### config.mk
export PLATFORM = sky130hd
export DESIGN_NAME = prime_count_trial_division_flat
export DESIGN_NICKNAME = d
export VERILOG_FILES = /design/src/rtl/pctd_pkg.sv /design/src/rtl/pctd_if.sv /design/src/rtl/pctd_divider.sv /design/src/rtl/pctd_tester.sv /design/src/rtl/prime_count_trial_division.sv /design/src/flat_wrapper.sv
export SDC_FILE = /design/constraint.sdc
export NUM_CORES = 1
export LEC_CHECK = 0
export BUFFER_PORTS_ARGS = -buffer_cell sky130_fd_sc_hd__buf_4
export CAP_MARGIN = 20
export CORE_ASPECT_RATIO = 0.75
export CORE_MARGIN = 1.5
export CORE_UTILIZATION = 69
export CTS_BUF_LIST = sky130_fd_sc_hd__clkbuf_8
export DETAILED_ROUTE_END_ITERATION = 16
export GPL_TIMING_DRIVEN = 0
export HOLD_SLACK_MARGIN = 0.08
export PLACE_DENSITY = 0.87
export SLEW_MARGIN = 5
export SYNTH_ARGS = -nofsm -noshare
export SYNTH_HDL_FRONTEND = slang
export SYNTH_SLANG_ARGS = --single-unit
export TNS_END_PERCENT = 20
### constraint.sdc
create_clock -name clk -period 6.8 [get_ports clk]
set_input_delay 0.34 -clock clk [delete_from_list [all_inputs] [get_ports clk]]
set_output_delay 0.34 -clock clk [all_outputs]
set_load 0.02 [all_outputs]
### src/rtl/pctd_pkg.sv
// Package for the trial-division prime counter.
// Holds default sizes and the control and status groups shared by the modules.
// No dependencies.
package pctd_pkg;

    localparam int VALUE_BITS_DEF = 32;
    localparam int COUNT_BITS_DEF = 16;
    localparam int PRIME_COUNT_W  = 16;

    typedef struct packed {
        logic start;
        logic ack;
    } pctd_ctrl_t;

    typedef struct packed {
        logic idle;
        logic done;
        logic prime;
    } pctd_status_t;

endpackage

### src/rtl/pctd_if.sv
// Channel interfaces of the prime counter: the input item and the result item.
// Depends on pctd_pkg for default widths.
interface pctd_req_if #(
    parameter int VALUE_BITS = pctd_pkg::VALUE_BITS_DEF
) ();
    logic                         valid;
    logic                         ready;
    logic signed [VALUE_BITS-1:0] value;
    logic                         last;

    modport source (output valid, value, last, input ready);
    modport sink (input valid, value, last, output ready);
endinterface

interface pctd_rsp_if ();
    logic                                  valid;
    logic                                  ready;
    logic                                  is_prime;
    logic [pctd_pkg::PRIME_COUNT_W-1:0]    prime_count;
    logic                                  all_prime;
    logic                                  end_of_array;

    modport source (output valid, is_prime, prime_count, all_prime, end_of_array,
                    input ready);
    modport sink (input valid, is_prime, prime_count, all_prime, end_of_array,
                  output ready);
endinterface

### src/rtl/pctd_divider.sv
// Bit-serial restoring remainder unit: one dividend bit per cycle.
// Depends on nothing beyond its parameter.
module pctd_divider #(
    parameter int VALUE_BITS = 32
) (
    input  logic                  clk,
    input  logic                  rst_n,
    input  logic                  start,
    input  logic [VALUE_BITS-1:0] dividend,
    input  logic [VALUE_BITS-1:0] divisor,
    output logic                  done,
    output logic                  rem_zero
);
    localparam int CNT_W = (VALUE_BITS > 1) ? $clog2(VALUE_BITS) : 1;
    localparam logic [CNT_W-1:0] LAST_STEP = CNT_W'(VALUE_BITS - 1);

    logic                  busy_reg, busy_next;
    logic                  done_reg, done_next;
    logic [CNT_W-1:0]      cnt_reg, cnt_next;
    logic [VALUE_BITS-1:0] rem_reg, rem_next;
    logic [VALUE_BITS-1:0] shift_reg, shift_next;
    logic [VALUE_BITS:0]   trial;
    logic [VALUE_BITS:0]   diff;

    assign trial = {rem_reg, shift_reg[VALUE_BITS-1]};
    assign diff  = trial - {1'b0, divisor};

    always_comb
    begin
        busy_next  = busy_reg;
        done_next  = 1'b0;
        cnt_next   = cnt_reg;
        rem_next   = rem_reg;
        shift_next = shift_reg;
        if (start)
        begin
            busy_next  = 1'b1;
            cnt_next   = '0;
            rem_next   = '0;
            shift_next = dividend;
        end
        else if (busy_reg)
        begin
            if (trial >= {1'b0, divisor})
            begin
                rem_next = diff[VALUE_BITS-1:0];
            end
            else
            begin
                rem_next = trial[VALUE_BITS-1:0];
            end
            shift_next = {shift_reg[VALUE_BITS-2:0], 1'b0};
            cnt_next   = cnt_reg + CNT_W'(1);
            if (cnt_reg == LAST_STEP)
            begin
                busy_next = 1'b0;
                done_next = 1'b1;
            end
        end
    end

    always_ff @(posedge clk or negedge rst_n)
    begin
        if (!rst_n)
        begin
            busy_reg <= 1'b0;
            done_reg <= 1'b0;
            cnt_reg  <= '0;
        end
        else
        begin
            busy_reg <= busy_next;
            done_reg <= done_next;
            cnt_reg  <= cnt_next;
        end
    end

    always_ff @(posedge clk)
    begin
        rem_reg   <= rem_next;
        shift_reg <= shift_next;
    end

    assign done     = done_reg;
    assign rem_zero = (rem_reg == '0);
endmodule

### src/rtl/pctd_tester.sv
// Primality sequencer: steps divisors from two while the divisor squared is at
// most the value. Depends on pctd_pkg and pctd_divider.
module pctd_tester #(
    parameter int VALUE_BITS = 32
) (
    input  logic                        clk,
    input  logic                        rst_n,
    input  pctd_pkg::pctd_ctrl_t        ctrl,
    input  logic [VALUE_BITS-1:0]       value,
    output pctd_pkg::pctd_status_t      status
);
    import pctd_pkg::*;

    localparam logic [1:0] ST_IDLE  = 2'd0;
    localparam logic [1:0] ST_CHECK = 2'd1;
    localparam logic [1:0] ST_DIV   = 2'd2;
    localparam logic [1:0] ST_DONE  = 2'd3;

    logic [1:0]            state_reg, state_next;
    logic                  prime_reg, prime_next;
    logic [VALUE_BITS-1:0] v_reg, v_next;
    logic [VALUE_BITS-1:0] d_reg, d_next;
    logic [VALUE_BITS-1:0] sq_reg, sq_next;
    logic                  div_start;
    logic                  div_done;
    logic                  div_rem_zero;

    pctd_divider #(.VALUE_BITS(VALUE_BITS)) u_divider (
        .clk      (clk),
        .rst_n    (rst_n),
        .start    (div_start),
        .dividend (v_reg),
        .divisor  (d_reg),
        .done     (div_done),
        .rem_zero (div_rem_zero)
    );

    always_comb
    begin
        state_next = state_reg;
        prime_next = prime_reg;
        v_next     = v_reg;
        d_next     = d_reg;
        sq_next    = sq_reg;
        div_start  = 1'b0;
        unique case (state_reg)
            ST_IDLE:
            begin
                if (ctrl.start)
                begin
                    v_next  = value;
                    d_next  = VALUE_BITS'(2);
                    sq_next = VALUE_BITS'(4);
                    if (value[VALUE_BITS-1] || (value < VALUE_BITS'(2)))
                    begin
                        prime_next = 1'b0;
                        state_next = ST_DONE;
                    end
                    else
                    begin
                        state_next = ST_CHECK;
                    end
                end
            end
            ST_CHECK:
            begin
                if (sq_reg > v_reg)
                begin
                    prime_next = 1'b1;
                    state_next = ST_DONE;
                end
                else
                begin
                    div_start  = 1'b1;
                    state_next = ST_DIV;
                end
            end
            ST_DIV:
            begin
                if (div_done)
                begin
                    if (div_rem_zero)
                    begin
                        prime_next = 1'b0;
                        state_next = ST_DONE;
                    end
                    else
                    begin
                        d_next     = d_reg + VALUE_BITS'(1);
                        sq_next    = sq_reg + {d_reg[VALUE_BITS-2:0], 1'b1};
                        state_next = ST_CHECK;
                    end
                end
            end
            ST_DONE:
            begin
                if (ctrl.ack)
                begin
                    state_next = ST_IDLE;
                end
            end
            default:
            begin
                state_next = ST_IDLE;
            end
        endcase
    end

    always_ff @(posedge clk or negedge rst_n)
    begin
        if (!rst_n)
        begin
            state_reg <= ST_IDLE;
        end
        else
        begin
            state_reg <= state_next;
        end
    end

    always_ff @(posedge clk)
    begin
        prime_reg <= prime_next;
        v_reg     <= v_next;
        d_reg     <= d_next;
        sq_reg    <= sq_next;
    end

    assign status.idle  = (state_reg == ST_IDLE);
    assign status.done  = (state_reg == ST_DONE);
    assign status.prime = prime_reg;
endmodule

### src/rtl/prime_count_trial_division.sv
// Top level of the trial-division prime counter: handshakes, tallies, result register.
// Depends on pctd_pkg, pctd_if and pctd_tester.
//
// Each item is tested by trying divisors from two upward while the divisor squared
// stays at or below the value, each divisor passing through the bit-serial
// remainder unit. Values below two and negatives are rejected, and two and three
// are found prime, without any division; even values stop after the first divisor.
// One item is tested at a time; a new item is taken while the previous result still
// waits in the output register. The prime count saturates at 2^COUNT_BITS - 1, and
// both the count and the all-prime flag restart after the item marked last.
module prime_count_trial_division #(
    parameter int VALUE_BITS = pctd_pkg::VALUE_BITS_DEF,
    parameter int COUNT_BITS = pctd_pkg::COUNT_BITS_DEF
) (
    input  logic       clk,
    input  logic       rst_n,
    pctd_req_if.sink   req,
    pctd_rsp_if.source rsp
);
    import pctd_pkg::*;

    pctd_ctrl_t      ctrl;
    pctd_status_t    status;
    logic            load;
    logic            inc;
    logic [COUNT_BITS-1:0] cnt_new;
    logic            allp_new;

    logic                     last_reg, last_next;
    logic [COUNT_BITS-1:0]    count_reg, count_next;
    logic                     allp_reg, allp_next;
    logic                     out_valid_reg, out_valid_next;
    logic                     out_prime_reg;
    logic [PRIME_COUNT_W-1:0] out_count_reg;
    logic                     out_allp_reg;
    logic                     out_last_reg;

    pctd_tester #(.VALUE_BITS(VALUE_BITS)) u_tester (
        .clk    (clk),
        .rst_n  (rst_n),
        .ctrl   (ctrl),
        .value  (req.value),
        .status (status)
    );

    assign req.ready  = status.idle;
    assign load       = status.done && (!out_valid_reg || rsp.ready);
    assign ctrl.start = req.valid && status.idle;
    assign ctrl.ack   = load;

    assign inc      = status.prime && (count_reg != {COUNT_BITS{1'b1}});
    assign cnt_new  = count_reg + COUNT_BITS'(inc);
    assign allp_new = allp_reg & status.prime;

    always_comb
    begin
        last_next      = last_reg;
        count_next     = count_reg;
        allp_next      = allp_reg;
        out_valid_next = out_valid_reg;
        if (ctrl.start)
        begin
            last_next = req.last;
        end
        if (load)
        begin
            out_valid_next = 1'b1;
            if (last_reg)
            begin
                count_next = '0;
                allp_next  = 1'b1;
            end
            else
            begin
                count_next = cnt_new;
                allp_next  = allp_new;
            end
        end
        else if (rsp.ready)
        begin
            out_valid_next = 1'b0;
        end
    end

    always_ff @(posedge clk or negedge rst_n)
    begin
        if (!rst_n)
        begin
            count_reg     <= '0;
            allp_reg      <= 1'b1;
            out_valid_reg <= 1'b0;
        end
        else
        begin
            count_reg     <= count_next;
            allp_reg      <= allp_next;
            out_valid_reg <= out_valid_next;
        end
    end

    always_ff @(posedge clk)
    begin
        last_reg <= last_next;
        if (load)
        begin
            out_prime_reg <= status.prime;
            out_count_reg <= PRIME_COUNT_W'(cnt_new);
            out_allp_reg  <= allp_new;
            out_last_reg  <= last_reg;
        end
    end

    assign rsp.valid        = out_valid_reg;
    assign rsp.is_prime     = out_prime_reg;
    assign rsp.prime_count  = out_count_reg;
    assign rsp.all_prime    = out_allp_reg;
    assign rsp.end_of_array = out_last_reg;
endmodule

### src/flat_wrapper.sv
// flat-port wrapper written by rule: the top's interface ports become plain ports
module prime_count_trial_division_flat import pctd_pkg::*;
#(
    parameter int VALUE_BITS = pctd_pkg::VALUE_BITS_DEF,
    parameter int COUNT_BITS = pctd_pkg::COUNT_BITS_DEF
)
  (clk, rst_n, req_valid, req_value, req_last, req_ready, rsp_valid, rsp_is_prime, rsp_prime_count, rsp_all_prime, rsp_end_of_array, rsp_ready);
  pctd_req_if #(.VALUE_BITS(VALUE_BITS)) req_i ();
  pctd_rsp_if rsp_i ();
  input  logic clk;
  input  logic rst_n;
  input wire logic [$bits(req_i.valid)-1:0] req_valid;
  input wire logic [$bits(req_i.value)-1:0] req_value;
  input wire logic [$bits(req_i.last)-1:0] req_last;
  output wire logic [$bits(req_i.ready)-1:0] req_ready;
  output wire logic [$bits(rsp_i.valid)-1:0] rsp_valid;
  output wire logic [$bits(rsp_i.is_prime)-1:0] rsp_is_prime;
  output wire logic [$bits(rsp_i.prime_count)-1:0] rsp_prime_count;
  output wire logic [$bits(rsp_i.all_prime)-1:0] rsp_all_prime;
  output wire logic [$bits(rsp_i.end_of_array)-1:0] rsp_end_of_array;
  input wire logic [$bits(rsp_i.ready)-1:0] rsp_ready;
  assign req_i.valid = req_valid;
  assign req_i.value = req_value;
  assign req_i.last = req_last;
  assign req_ready = req_i.ready;
  assign rsp_valid = rsp_i.valid;
  assign rsp_is_prime = rsp_i.is_prime;
  assign rsp_prime_count = rsp_i.prime_count;
  assign rsp_all_prime = rsp_i.all_prime;
  assign rsp_end_of_array = rsp_i.end_of_array;
  assign rsp_i.ready = rsp_ready;
  prime_count_trial_division #(.VALUE_BITS(VALUE_BITS), .COUNT_BITS(COUNT_BITS)) u_core (.clk(clk), .rst_n(rst_n), .req(req_i), .rsp(rsp_i));
endmodule
# Yosys cells after proc, flatten, opt, wreduce, memory -nomap -nowiden
# Index checks and enable logic that the tools add are counted.
# classes
magnitude_cmp	3
reduce_logical	16
n_mux	38
add_sub_neg	5
n_eq_ne	12
bitwise_logic	1
# ops
op	n
32-bit two-way mux	9
32-bit case mux with 2 select lines	2
33-bit by 32-bit >= comparator with 1-bit output	1
32-bit by 1-bit adder with 32-bit output (second input constant)	1
32-bit adder	1
32-bit greater-than comparator	1
32-bit zero test	1
32-bit by 2-bit less-than comparator with 1-bit output (second input constant)	1
32-bit subtractor	1
1-bit two-way mux	17
16-bit by 1-bit adder with 16-bit output	1
16-bit two-way mux	1
16-bit != test (second input constant)	1
2-bit two-way mux	5
5-bit two-way mux	2
2-bit != test (second input constant)	4
2-bit case mux with 4 select lines	1
2-bit by 1-bit != test with 1-bit output (second input constant)	3
6-bit AND reduction	1
2-bit nonzero test	3
5-bit by 1-bit adder with 5-bit output (second input constant)	1
5-bit == test (second input constant)	1
2-bit == test (second input constant)	2
4-bit AND reduction	1
other kinds (10)	13
# totals
reg_bits	208
inputBits	37
word_cells	93
out_inout_bits	21

# Depth between registers and ports, before layout
# Gate-level depths: netlist of the first run.
# depth
word_depth	5
ltp_mapped	14
mapped_depth_nobuf	12

# Cells and area by module
# From an unflattened synthesis of the first run, not the netlist that was laid out.
# unflattened
hier_cells	1317
area_unflattened_um2	13271.5
# by_module_without_submodules
module	n_inst	cells_per_inst	area_each_um2
pctd_tester	1	641	6510.0
pctd_divider	1	526	4939.7
prime_count_trial_division	1	150	1821.7

# Worst setup path before layout of the first run
# Ideal clock, no wire load.
# synth_path
path_type	flip-flop to flip-flop
from	register u_core.u_tester.state_reg[1]
to	register u_core.u_tester.d_reg[0] (enable)
synth_period_minus_slack_ps	4453
path_stages_with_launch	5
path_slack_ps	2347
path_buffers	1
arrival_ps	3946
cell_sequence	dfrtp_1 clkbuf_1 nand2_1 o21bai_1 a21oi_1
# synth_via
elab_chain_len	4
# synth_lines
item	line	source
start, declared	pctd_tester.sv:19	logic [1:0] state_reg, state_next;
start signal, assigned	pctd_tester.sv:117	state_reg <= state_next;
2-bit zero test	pctd_tester.sv:46, pctd_tester.sv:129	
1-bit logical AND	prime_count_trial_division.sv:48	assign ctrl.start = req.valid && status.idle;
2-bit by 1-bit != test with 1-bit output (no line)	--	
4-bit AND reduction (no line) *	--	
end signal, assigned	pctd_tester.sv:125	d_reg <= d_next;
end, declared	pctd_tester.sv:22	logic [VALUE_BITS-1:0] d_reg, d_next;
# Mark *: on every way between the ends. The rest lies on a longest branch, timed or not.
# A chain may end at the register's enable or synchronous reset.

# Worst setup path in the final report of the first run
# layout_path
from	register u_core.u_tester.sq_reg[5]
to	register u_core.u_tester.u_divider.shift_reg[4] (enable)
# layout_via
elab_chain_len	4
# layout_lines
item	line	source
start, declared	pctd_tester.sv:23	logic [VALUE_BITS-1:0] sq_reg, sq_next;
start signal, assigned	pctd_tester.sv:126	sq_reg <= sq_next;
32-bit greater-than comparator	pctd_tester.sv:67	if (sq_reg > v_reg)
1-bit two-way mux	pctd_tester.sv:67	
1-bit two-way mux	pctd_tester.sv:46	unique case (state_reg)
2-bit nonzero test (no line)	--	
end signal, assigned	pctd_divider.sv:81	shift_reg <= shift_next;
end, declared	pctd_divider.sv:21	logic [VALUE_BITS-1:0] shift_reg, shift_next;
# No other way between the ends.

==> impl_metrics.json, run 1 <==
{
  "yosys.cell_types.count": 75,
  "grt_pass1_vias": 11000,
  "port_buffers": 57,
  "antenna_left": 0,
  "n_antenna_cell": 0,
  "die_x_um": 162,
  "wire_per_inst_um": 21.2,
  "dp_hpwl_um": 24900,
  "overflow": 0,
  "drv_slew": 0,
  "numCtsBuffers": 31,
  "finalCritPeriodShare_pct": 64.6,
  "ys_ff_latch": 208,
  "utilization_pct": 79.9,
  "p_per_area_mw_per_mm2": 494,
  "relSlewSlack_pct": 40.8,
  "firstDrtPassIters": 5,
  "cts.htree.levels": 1,
  "post_cts_resized": 0,
  "dp_cells": 1611,
  "tightestPinTransition_ns": 0.888,
  "rsz0062_at_grt": "false",
  "ir_drop_mv": 0.278,
  "antenna_found_initial": 1,
  "rows": 43,
  "final-hold-violation-count": 0,
  "fin_cells": 1699,
  "critical_path_class": "flip-flop to flip-flop",
  "arrival_ns": 4.58,
  "viasPerCell": 6.57,
  "cts.sinks": 208,
  "fin_worst_skew_ns": 0.0159,
  "insertion_delay_ns": 0.57,
  "maxCapViolCount": 0,
  "dieArea_mm2": 0.0198,
  "drt_drc_violations_left": 0,
  "grt_max_degree": 34,
  "ys_warn_count": 0,
  "p_leak_nw": 6.36,
  "place.gp.congestion": 0.991,
  "core_mm2": 0.0186,
  "required_ns": 6.99,
  "drtIter0Drc": 1447,
  "clock_path_buffers": 3,
  "initial_core_util_pct": 70.6,
  "status": "finished clean",
  "max_freq_mhz": 228,
  "tns_ns": 0,
  "synth_fp_nets": 1443,
  "post-cts-setup-buffers": 0,
  "cts_tree": "yes",
  "wirelength_um": 36100,
  "syn-instance-count": 1305,
  "worst_setup_path_end_kind": "flip-flop",
  "die_y_um": 122,
  "hp-class": "primary input to flip-flop",
  "grt_usage_pct": 37.0,
  "placed_area_mm2": 0.0139,
  "design_area_mm2": 0.0148,
  "power_mw": 7.34,
  "cts_root_buf": "clkbuf_8",
  "grt_pass1_wl_um": 57200,
  "area_growth_pct": 13.2,
  "layout.nets": 1569,
  "crit_path_max_fanout": 32,
  "cp-start-kind": "flip-flop",
  "clk_pin_slew_ns": 0.07,
  "io_pins": 58,
  "syn-mean-instance-area_um2": 10.0,
  "yosysSeqAreaShare_pct": 44.2,
  "yosys_most_used_dff": "edfxtp_1",
  "setup_viol": 0,
  "cts_hold_buf": 34,
  "synth_edf_count": 149,
  "postSynth.asyncResetShare_pct": 13.0,
  "period_minus_slack_ns": 4.39,
  "synth_area_mm2": 0.0131,
  "drive_gt1_share_pct": 12.2,
  "vias": 11200
}
[critical path, stage by stage, from the launching register on]
cell and delay [ns]:
edfxtp_1 0.46, ha_1 0.36, a21o_1 0.20, a21o_1 0.19, a21oi_1 0.22, o22ai_1 0.14
nor4bb_1 0.41, o221a_2 0.37, and2_1 0.15, buf_2 0.34, buf_2 0.38, or2_2 0.76
[final cells by class]
type | count | area (um^2)
clock inverters | 18 | 100
well taps | 247 | 309
clock buffers | 36 | 495
multi-input cells | 960 | 6770
inverters | 89 | 334
fillers | 1108 | 3720
repair buffers | 93 | 808
plain buffers | 48 | 230
flip-flops and latches | 208 | 5790
[where the power goes]
group | leakage (nW) | total [mW] | switching, mW | internal, mW
clock | 0.338 | 1.02 | 0.507 | 0.517
combinational | 3.97 | 4.05 | 2.41 | 1.64
sequential | 2.06 | 2.26 | 0.322 | 1.94
[cell usage after synthesis (5+ instances only)]
cell	n	share of area (%)
inv_1	89	2.5
edfxtp_1	149	34
nand4_1	31	1.5
mux2i_1	17	1.3
a22o_1	10	0.67
nand2_1	63	1.8
nor2_1	141	4.0
nor4_1	17	0.81
mux2_2	31	2.7
o21ai_0	52	2.0
o21bai_1	17	0.97
nand3_1	27	1.0
buf_2	12	0.46
xnor2_1	69	4.6
dfxtp_1	32	4.9
nor2b_1	12	0.57
nor3b_1	7	0.40
xor2_1	27	1.8
nor3_1	21	0.80
a21o_1	56	3.2
clkbuf_1	30	0.86
and4_1	5	0.33
a31oi_1	10	0.48
a211oi_1	18	1.0
dfrtp_1	26	5.0
o21a_1	13	0.74
and3_1	23	1.1
a211oi_2	11	1.0
nand2b_1	13	0.62
and2_1	7	0.33
a21oi_1	90	3.4
ha_1	99	9.4
or3_1	7	0.33
[layout by cell type, fill, tap and decap left out, types with 18 or more instances in the layout]
cell / Yosys / routed
dfxtp_1: 32 / 32
nor3_1: 21 / 21
clkbuf_8: 0 / 36
nand2_1: 63 / 63
nor2_1: 141 / 141
o21ai_0: 52 / 52
a21oi_1: 90 / 89
dfrtp_1: 26 / 26
edfxtp_1: 149 / 149
inv_1: 89 / 96
dlygate4sd3_1: 0 / 34
a211oi_1: 18 / 18
xor2_1: 27 / 27
and3_1: 23 / 23
mux2_2: 31 / 31
a21o_1: 56 / 56
buf_4: 0 / 57
clkbuf_1: 30 / 30
xnor2_1: 69 / 69
nand3_1: 27 / 27
ha_1: 99 / 99
nand4_1: 31 / 31
[kinds of logic after synthesis]
logic type | Yosys count | share of synthesized area [%]
AOI/OAI and AO/OA | 328 | 17.0
xor gates and xnor gates | 96 | 6.41
adders and majority gates | 101 | 9.75
buffers and inverters | 137 | 4.30
DFF | 208 | 44.2
muxes | 48 | 3.96
and+or+nand+nor | 387 | 14.4
[per-layer routing]
metal | routed length [um] | global-route usage (%) | up-vias
li1 | - | - | 5035
met4 | 1280 | 13.5 | 2
met1 | 14800 | 50.8 | 5331
met2 | 16300 | 58.4 | 657
met3 | 3730 | 8.14 | 134
met5 | 11 | 0 | -
[worst paths after layout]
path                                           startpoint                                      to  slack [ns]  depth (start not counted)
worst max-delay path            u_core.u_tester.sq_reg[5]  u_core.u_tester.u_divider.shift_reg[4]        2.41                         11
worst min-delay path                            rsp_ready                        u_core.rsp.valid        0.13                          3
worst max register to register  u_core.u_tester.sq_reg[5]  u_core.u_tester.u_divider.shift_reg[4]        2.41                         11
worst min register to register            u_core.allp_reg                         u_core.allp_reg        0.52                          2
max in group asynchronous                           rst_n                         u_core.allp_reg        6.24                          2
min in group asynchronous                           rst_n    u_core.u_tester.u_divider.cnt_reg[4]        0.24                          2
[metrics by stage]
stage / setup WS [ns] / hold slack [ns]
2_1_floorplan: 2.35 / 0.0444
3_3_place_gp: 0.960 / 0.280
3_5_place_dp: 2.69 / 0.283
4_1_cts: 2.63 / 0.114
5_1_grt: 2.26 / 0.170
6_report: 2.41 / 0.132
No activity file was read; power rests on OpenSTA's default activity.
==> inputs of run 2 (changes only) <==
--- a/config.mk
+++ b/config.mk
@@ -9,12 +9,12 @@
 export CAP_MARGIN = 20
 export CORE_ASPECT_RATIO = 0.75
 export CORE_MARGIN = 1.5
-export CORE_UTILIZATION = 69
+export CORE_UTILIZATION = 58
 export CTS_BUF_LIST = sky130_fd_sc_hd__clkbuf_8
 export DETAILED_ROUTE_END_ITERATION = 16
 export GPL_TIMING_DRIVEN = 0
 export HOLD_SLACK_MARGIN = 0.08
-export PLACE_DENSITY = 0.87
+export PLACE_DENSITY = 0.78
 export SLEW_MARGIN = 5
 export SYNTH_ARGS = -nofsm -noshare
 export SYNTH_HDL_FRONTEND = slang
==> constraint.sdc (replaced) <==
create_clock -name clk -period 3.78 [get_ports clk]
set_input_delay 0.189 -clock clk [delete_from_list [all_inputs] [get_ports clk]]
set_output_delay 0.189 -clock clk [all_outputs]
set_load 0.02 [all_outputs]
==> run 2 against run 1 <==
Against the previous run:
- hold slack worse by 0.023 ns
- global-route usage down 8.6 points
- register-to-register slack worse by 2.2 ns
- maximum frequency increased by 23%
- setup slack worse by 2.2 ns
- clock skew rose by 0.0064 ns
==> impl_metrics.json, run 2 (synthesis gave the netlist of run 1 again) <==
{
  "status": "finished clean",
  "drt_drc_violations_left": 0,
  "crit_path_max_fanout": 16,
  "drv_slew": 0,
  "tightestPinTransition_ns": 0.888,
  "hp-class": "primary input to async pin",
  "final_cell_mix": "149 x edfxtp_1, 141 x nor2_1, 99 x ha_1",
  "vias": 10700,
  "maxCapViolCount": 0,
  "io_pins": 58,
  "firstDrtPassIters": 6,
  "final-hold-violation-count": 0,
  "dieArea_mm2": 0.0235,
  "grt_pass1_vias": 10400,
  "tns_ns": 0,
  "critical_path_class": "flip-flop to flip-flop",
  "overflow": 0,
  "cp-start-kind": "flip-flop",
  "relSlewSlack_pct": 40.8,
  "grt_pass1_wl_um": 52800,
  "area_growth_pct": 14.6,
  "fin_worst_skew_ns": 0.0223,
  "p_leak_nw": 6.44,
  "cts.htree.levels": 2,
  "drive_gt1_share_pct": 12.8,
  "wl_met3_um": 2860,
  "rows": 47,
  "cts_root_buf": "clkbuf_8",
  "antenna_left": 0,
  "wirelength_um": 33200,
  "grt_usage_pct": 28.5,
  "setup_viol": 0,
  "die_x_um": 177,
  "max_freq_mhz": 281,
  "finalCritPeriodShare_pct": 94.3,
  "fillCellCount": 1698,
  "n_antenna_cell": 0,
  "viasPerCell": 6.07,
  "core_mm2": 0.0221,
  "period_minus_slack_ns": 3.56,
  "cts.sinks": 208,
  "dp_hpwl_um": 23900,
  "clock_path_buffers": 3,
  "worst_setup_path_end_kind": "flip-flop",
  "dp_slack_ns": -0.196,
  "highest_layer": "met4",
  "insertion_delay_ns": 0.54,
  "cts_tree": "yes",
  "rsz0062_at_grt": "false",
  "port_buffers": 57,
  "fin_cells": 1757,
  "layout.nets": 1575,
  "wire_per_inst_um": 18.9,
  "required_ns": 3.99,
  "initial_core_util_pct": 59.3,
  "wl_met2_um": 14600,
  "utilization_pct": 67.9,
  "dp_cells": 1658,
  "arrival_ns": 3.77,
  "wl_met1_um": 15100,
  "grt_max_degree": 34,
  "place.gp.congestion": 0.911,
  "die_y_um": 133,
  "clk_pin_slew_ns": 0.07,
  "antenna_found_initial": 0,
  "final_common_cell": "edfxtp_1",
  "ir_drop_mv": 0.599,
  "drtIter0Drc": 1065,
  "fin_ws_ns": 0.217,
  "numCtsBuffers": 34,
  "p_per_area_mw_per_mm2": 877
}
-- run 2: changes by cell type in the layout (fill, tap and decap cells not counted), sizes merged --
cell / before / now
clkbuf: 67 / 72
dlygate4sd3: 34 / 36
clkinv: 10 / 9
inv: 96 / 100
or2: 5 / 6
-- run 2: where the power goes --
| group | internal [mW] | switching (mW) | leakage [nW] |
|---|---|---|---|
| logic | 2.96 | 4.16 | 3.98 |
| clock network | 1.06 | 0.963 | 0.396 |
| registers | 3.49 | 0.543 | 2.06 |
-- run 2: area by class of cell --
class / count / area, um^2 / share of cell area (%)
sequential: 208 / 5790 / 38.5
inverter: 89 / 334 / 2.22
buffer: 48 / 233 / 1.55
tap: 294 / 368 / 2.45
clock inverter: 21 / 124 / 0.824
timing repair buffer: 95 / 828 / 5.51
multi-input combinational: 961 / 6780 / 45.1
clock buffer: 41 / 564 / 3.76
-- run 2: metrics by stage --
stage	hold WS [ns]	instance area, um^2	power, mW
after floorplan	-0.107	13100	9.18
after detailed placement	0.133	14000	10.9
after global placement	0.130	13900	10.7
after CTS	0.113	15000	13.0
after global routing	0.151	15000	14.1
final	0.109	15000	13.2
-- run 2: repair_timing --
| action | 4_1_cts | 5_1_grt |
|---|---|---|
| endpoints found under the hold margin | 62 | 0 |
| resized for setup | 1 | 4 |
| setup buffers | 0 | 0 |
| hold buffers | 36 | 0 |
| setup endpoints to repair | 32 | 33 |
| cloned | 1 | 0 |
-- run 2: path summary, 6_finish.rpt --
kind	from	endpoint	slack [ns]	cells after the start
worst max-delay path	u_core.u_tester.sq_reg[1]	u_core.u_tester.u_divider.shift_reg[2]	0.22	11
worst min-delay path	rst_n	u_core.u_tester.state_reg[1]	0.11	2
worst max register to register	u_core.u_tester.sq_reg[1]	u_core.u_tester.u_divider.shift_reg[2]	0.22	11
worst min register to register	u_core.allp_reg	u_core.allp_reg	0.50	2
max in group asynchronous	rst_n	u_core.allp_reg	3.36	2
min in group clk	req_value[8]	u_core.u_tester.v_reg[8]	0.38	2
-- run 2: layer usage --
| layer | track usage (%) | vias to the layer above |
|---|---|---|
| met3 | 5.34 | 60 |
| met1 | 41.5 | 5102 |
| met4 | 8.33 | 0 |
| met2 | 43.2 | 441 |
| li1 | - | 5060 |
| met5 | 0 | - |
-- run 2: critical path, stage by stage (launching register included) --
cell and delay, ns:
edfxtp_1 0.44, ha_1 0.33, nor2b_1 0.14, o21a_1 0.16, o21a_1 0.15, o21ai_0 0.20
nor4bb_1 0.33, o221a_2 0.33, and2_1 0.16, buf_2 0.33, buf_4 0.32, or2_4 0.34
